[config.mk]
export PLATFORM = sky130hd
export DESIGN_NAME = tppg_quot
export DESIGN_NICKNAME = d
export VERILOG_FILES = /design/src/tppg_pkg.sv /design/src/tppg_quot.sv
export SDC_FILE = /design/constraint.sdc
export NUM_CORES = 1
export LEC_CHECK = 0
export ABC_AREA = 1
export BUFFER_PORTS_ARGS = -buffer_cell sky130_fd_sc_hd__buf_2
export CAP_MARGIN = 40
export CORE_ASPECT_RATIO = 1.4
export CORE_MARGIN = 8
export CORE_UTILIZATION = 25
export DETAILED_ROUTE_END_ITERATION = 16
export PLACE_DENSITY_LB_ADDON = 0.08
export SETUP_SLACK_MARGIN = 0.2
export SLEW_MARGIN = 30
export SYNTH_ARGS = -nofsm -noshare
export SYNTH_HDL_FRONTEND = slang
export SYNTH_SLANG_ARGS = --single-unit
[constraint.sdc]
create_clock -name vclk -period 12.7
set_input_delay 1.27 -clock vclk [all_inputs]
set_output_delay 1.27 -clock vclk [all_outputs]
set_load 0.005 [all_outputs]
[src/tppg_pkg.sv]
package tppg_pkg;

	// Widths of the coordinate and pixel fields.
	localparam int X_W   = 9;
	localparam int Y_W   = 8;
	localparam int PIX_W = 16;

	// Default frame size.
	localparam int DEF_FRAME_WIDTH  = 320;
	localparam int DEF_FRAME_HEIGHT = 240;

	// Constant division is done as a multiply by a rounded-up reciprocal.
	// A shift of 28 keeps the quotient exact for every numerator below 2^17
	// and every divisor up to 2048.
	localparam int RECIP_SHIFT = 28;
	localparam int RECIP_W     = RECIP_SHIFT + 1;
	localparam int NUM_W       = 17;
	localparam int PROD_W      = NUM_W + RECIP_W;
	localparam int QUOT_W      = 14;

	// Width of the reversed column (frame width minus one, at most 2047).
	localparam int XR_W = 11;

	// Color modes held in the configuration register.
	typedef enum logic [2:0] {
		MODE_IDX8     = 3'd0,
		MODE_IDX4     = 3'd1,
		MODE_IDX2     = 3'd2,
		MODE_RGB565   = 3'd3,
		MODE_RGB555   = 3'd4,
		MODE_RGBA5551 = 3'd5
	} color_mode_t;

	// Quotients and side bits handed from the divide stage to the pack stage.
	typedef struct packed {
		logic [QUOT_W-1:0] qa;        // column quotient, meaning set by the mode
		logic [QUOT_W-1:0] qb;        // blue quotient from the reversed column
		logic [QUOT_W-1:0] qc;        // green quotient from the row
		logic [7:0]        ramp;      // diagonal ramp, (x + y) mod 256
		logic              top_half;  // row lies in the upper half of the frame
		logic              alpha;     // checker bit for RGBA5551
	} quot_t;

endpackage

[src/tppg_quot.sv]
module tppg_quot import tppg_pkg::*; #(
	parameter int FRAME_WIDTH  = DEF_FRAME_WIDTH,
	parameter int FRAME_HEIGHT = DEF_FRAME_HEIGHT
) (
	input  color_mode_t      color_mode,
	input  logic [X_W-1:0]   pixel_x,
	input  logic [Y_W-1:0]   pixel_y,
	output quot_t            quot
);

	// Rounded-up reciprocals of the divisors, scaled by 2^RECIP_SHIFT.
	localparam logic [RECIP_W-1:0] RCP_W = RECIP_W'(((64'd1 << RECIP_SHIFT)
		+ 64'(FRAME_WIDTH) - 64'd1) / 64'(FRAME_WIDTH));
	localparam logic [RECIP_W-1:0] RCP_W16 = RECIP_W'(((64'd1 << RECIP_SHIFT)
		+ 64'(FRAME_WIDTH / 16) - 64'd1) / 64'(FRAME_WIDTH / 16));
	localparam logic [RECIP_W-1:0] RCP_W4 = RECIP_W'(((64'd1 << RECIP_SHIFT)
		+ 64'(FRAME_WIDTH / 4) - 64'd1) / 64'(FRAME_WIDTH / 4));
	localparam logic [RECIP_W-1:0] RCP_H = RECIP_W'(((64'd1 << RECIP_SHIFT)
		+ 64'(FRAME_HEIGHT) - 64'd1) / 64'(FRAME_HEIGHT));
	localparam logic [XR_W-1:0] W_M1   = XR_W'(FRAME_WIDTH - 1);
	localparam int              HALF_H = FRAME_HEIGHT / 2;

	logic [NUM_W-1:0]   num_a, num_b, num_c;
	logic [RECIP_W-1:0] rcp_a;
	logic [PROD_W-1:0]  prod_a, prod_b, prod_c;
	logic [XR_W-1:0]    xr;
	logic               x_in_frame;

	// Column unit: numerator and reciprocal follow the mode.
	always_comb begin
		if (color_mode == MODE_IDX8) begin
			num_a = NUM_W'({pixel_x, 8'd0});
			rcp_a = RCP_W;
		end else if (color_mode == MODE_IDX4) begin
			num_a = NUM_W'(pixel_x);
			rcp_a = RCP_W16;
		end else if (color_mode == MODE_IDX2) begin
			num_a = NUM_W'(pixel_x);
			rcp_a = RCP_W4;
		end else begin
			num_a = NUM_W'({pixel_x, 5'd0}) - NUM_W'(pixel_x);
			rcp_a = RCP_W;
		end
	end

	// Reversed column stops at zero outside the frame.
	assign x_in_frame = 32'(pixel_x) < 32'(FRAME_WIDTH);
	assign xr         = x_in_frame ? (W_M1 - XR_W'(pixel_x)) : '0;
	assign num_b      = NUM_W'({xr, 5'd0}) - NUM_W'(xr);

	// Row unit: 63 steps for RGB565, 31 otherwise.
	always_comb begin
		if (color_mode == MODE_RGB565) begin
			num_c = NUM_W'({pixel_y, 6'd0}) - NUM_W'(pixel_y);
		end else begin
			num_c = NUM_W'({pixel_y, 5'd0}) - NUM_W'(pixel_y);
		end
	end

	// Three independent reciprocal multiplies.
	assign prod_a = PROD_W'(num_a) * PROD_W'(rcp_a);
	assign prod_b = PROD_W'(num_b) * PROD_W'(RCP_W);
	assign prod_c = PROD_W'(num_c) * PROD_W'(RCP_H);

	// Quotients and the cheap side terms.
	always_comb begin
		quot.qa       = prod_a[RECIP_SHIFT +: QUOT_W];
		quot.qb       = prod_b[RECIP_SHIFT +: QUOT_W];
		quot.qc       = prod_c[RECIP_SHIFT +: QUOT_W];
		quot.ramp     = pixel_x[7:0] + pixel_y;
		quot.top_half = 32'(pixel_y) < 32'(HALF_H);
		quot.alpha    = pixel_x[3] ^ pixel_y[3];
	end

endmodule

---- Word-level counts from Yosys, hierarchy flattened ----
Cells that the tools add are included.
storage, ports and cells
  register bits after elaboration ......... 0
  logic and storage cells ................. 24
  input bits .............................. 20
  output and inout bits ................... 52
operators by class
  bitwise operators ....................... 1
  reductions and logical operators ........ 1
  add/subtract/negate cells ............... 6
  equality and inequality tests ........... 3
  order comparisons ....................... 2
  multipliers ............................. 3
  mux-type cells .......................... 8
operators by type and width
  kind                                                                          count
  17-bit by 20-bit multiplier with 37-bit output, second input constant         2
  17-bit two-way mux                                                            4
  24-bit two-way mux                                                            2
  17-bit by 29-bit multiplier with 42-bit output                                1
  22-bit two-way mux                                                            1
  16-bit by 11-bit subtractor with 17-bit output                                1
  14-bit by 8-bit subtractor with 15-bit output                                 1
  14-bit by 9-bit subtractor with 15-bit output                                 1
  13-bit by 8-bit subtractor with 14-bit output                                 1
  11-bit two-way mux                                                            1
  9-bit by 9-bit subtractor with 10-bit output, first input constant            1
  9-bit less-than comparator, second input constant                             1
  8-bit adder                                                                   1
  8-bit by 7-bit less-than comparator with 1-bit output, second input constant  1
  3-bit by 2-bit == test with 1-bit output, second input constant               2
  3-bit by 1-bit == test with 1-bit output, second input constant               1
  3-bit logical NOT                                                             1
  1-bit XOR                                                                     1

---- Logic depth before layout (Yosys ltp) ----
  depth in word-level cells ............... 5
  depth in mapped cells ................... 40
  gate-level depth less buffers ........... 40

---- Worst setup path after synthesis ----
No wires, ideal clock.
  kind .................................... input port to output port
  from .................................... input pixel_x[6]
  to ...................................... output quot[29] (netlist bit)
  data required time ...................... 11.430 ns
  setup slack ............................. 3.441 ns
  path buffers ............................ 0
  arrival ................................. 7.989 ns
  stages on the path ...................... 37
  path through ............................ inv_1 -> ha_1 -> nand2_1 -> inv_1 -> nor3_1 -> inv_1 -> ha_1 -> a21oi_1 -> nor2_1 -> a2111oi_0 -> nand2_1 -> inv_2 -> nand3_2 -> nor2_1 -> inv_2 -> nand2_1 -> ha_1 -> inv_1 -> fa_1 -> inv_1 -> fa_1 -> inv_1 -> fa_1 -> inv_1 -> fa_1 -> fa_1 -> ha_1 -> nand2_1 -> nor2_1 -> a21oi_1 -> o21ai_0 -> nand2_1 -> a21oi_1 -> nor2_1 -> nand2_1 -> nand2_1 -> nand2_1
RTL lines
  what         RTL line        source
  from (decl)  tppg_quot.sv:6  input logic [X_W-1:0] pixel_x,
  to (decl)    tppg_quot.sv:8  output quot_t quot

==> impl_metrics.toml <==
[grt]
grt_util_all_layers_pct = 15.1
antenna_found_initial = 0
grt_start_max_net_pins = 17
grt_pass1_wl_um = 98500
globalRouteOverflowTotal = 0
grt_pass1_vias = 17500

[worst_setup_path]
max_stage_delay_ns = 0.65
cp.arrival_ns = 9.28
crit_slowest_cell = "fa_1"
setup.worst_path.class = "in -> out"
start_kind = "primary input"
cp_common_cell = "nand2_1"
end_kind = "primary output"
crit_fanout = 8
required_ns = 11.43

[die]
ios = 72
die_y_um = 338
die_x_um = 246
start_util_pct = 25.2
design.core.area_sq_um = 73800
row_count = 118
dieArea_sq_um = 83400

[synth]
ys_warn_count = 0
synth_cell_types = 53
synth_area_per_cell_sq_um = 7.73
yosysSeqAreaShare_pct = 0
syn_inst = 2404
syn_area_sq_um = 18600

[finish]
seq_area_sq_um = 0
design.seq.count = 0
area_growth_pct = 8.88
nets = 3213
clock_buffers = 0
layout-drive-gt1-share_pct = 4.40

[sta]
finalSetupViolations = 0
slew_violations = 0
fin_crit_ns = 10.55
max_slew_margin_pct = 52.4
final.setup.tns_ns = 0
clock.fmax_mhz = 94.8
worstMarginPinSlew_ns = 0.706
rsz0062_at_grt = "false"
final.period_utilization_pct = 83.1
hold_viol = 0

[drt]
final_antenna_net_count = 0
viasPerCell = 4.37
vias = 15100
drt-total-wl_um = 62000
wl_per_cell_um = 17.9
route.detailed.drc = 0
first_iter_violations = 509
dr.pass1.iters = 5

[run_status]
status = "completed"

[placed_design]
post-dp-hpwl_um = 58500
gp_congestion = 0.892
io_buffers = 60

[clocking]
cts_setup_buffers = 0
hold_buffers = 0
ctsResizeCount = 0

[run]
maxCapViolations = 0

[hold_path]
hold_path_class = "in -> out"
==> metrics by stage <==
step	setup WS [ns]	cells	hold WS (ns)	util [%]	instance area, sq um
after floorplan	3.44	2453	2.57	-	18800
after detailed placement	2.18	3461	2.91	27.4	20200
after CTS	2.15	3461	2.90	27.4	20200
final	2.15	3463	2.91	27.4	20200
after global routing	1.45	3462	2.93	27.4	20200
after global placement	2.28	3459	2.90	27.3	20200
==> area by class of cell <==
class | count | area, sq um
inverter | 667 | 2500
tap | 960 | 1200
timing repair buffer | 69 | 368
fill | 8200 | 53600
antenna | 1 | 2.50
multi-input combinational | 1766 | 16100
==> worst paths after layout <==
check | slack [ns] | cells after the start | startpoint | to
setup / recovery | 2.15 | 35 | pixel_x[6] | quot[30]
hold / removal | 2.91 | 3 | pixel_y[7] | quot[1]
==> cell families (layout without fill, tap and decap cells) <==
kind of cell | count (synthesis) | count (layout) | share of synthesized area, %
adder cells (fa/ha/maj) | 689 | 689 | 58.7
AO/OA/AOI/OAI | 307 | 307 | 9.39
XOR/XNOR | 55 | 55 | 2.67
AND/OR/NAND/NOR | 664 | 664 | 15.1
buffers and inverters | 687 | 736 | 14.1
other | 2 | 52 | 0.0404
==> worst max-delay path, delay by kind of cell <==
kind            cells  cell delay (ns)
buf+inv             9             0.94
fa+ha+maj           9             3.92
compound gates      5             1.41
simple gates       12             1.72
==> cells in the mapped netlist, types with 17 or more instances <==
| cell | n | area share [%] |
|---|---|---|
| inv_1 | 654 | 13 |
| nand3_1 | 63 | 1.7 |
| o21ai_0 | 90 | 2.4 |
| ha_1 | 385 | 26 |
| a21oi_1 | 125 | 3.4 |
| nor2_1 | 169 | 3.4 |
| nand2_1 | 348 | 7.0 |
| nor3_1 | 31 | 0.84 |
| xor2_1 | 40 | 1.9 |
| nand4_1 | 17 | 0.57 |
| fa_1 | 304 | 33 |
==> placed cells by master, fill, tap and decap left out, types with 7 or more instances in the layout <==
master,synthesis,routed
a21o_1,13,13
buf_2,3,60
a31oi_1,12,12
nor3_1,31,31
o211ai_1,8,8
inv_2,13,13
nand4_1,17,17
o21bai_1,11,11
nor2_1,169,169
conb_1,2,51
fa_1,304,304
xor2_1,40,40
inv_1,654,654
xnor2_1,13,13
o21ai_0,90,90
ha_1,385,385
nand3_1,63,63
a21oi_1,125,125
buf_4,9,7
nand2_1,348,348
o21ai_1,12,12
==> per-layer routing <==
| metal | vias up | wire length [um] | track usage [%] |
|---|---|---|---|
| met4 | 0 | 2180 | 4.23 |
| met2 | 153 | 35800 | 31.5 |
| met5 | - | 0 | 0 |
| li1 | 7611 | - | - |
| met3 | 69 | 449 | 0.110 |
| met1 | 7302 | 23500 | 16.0 |
Power is not shown: default switching activity piles up to over one toggle a cycle in this logic, so the estimate is an artifact.
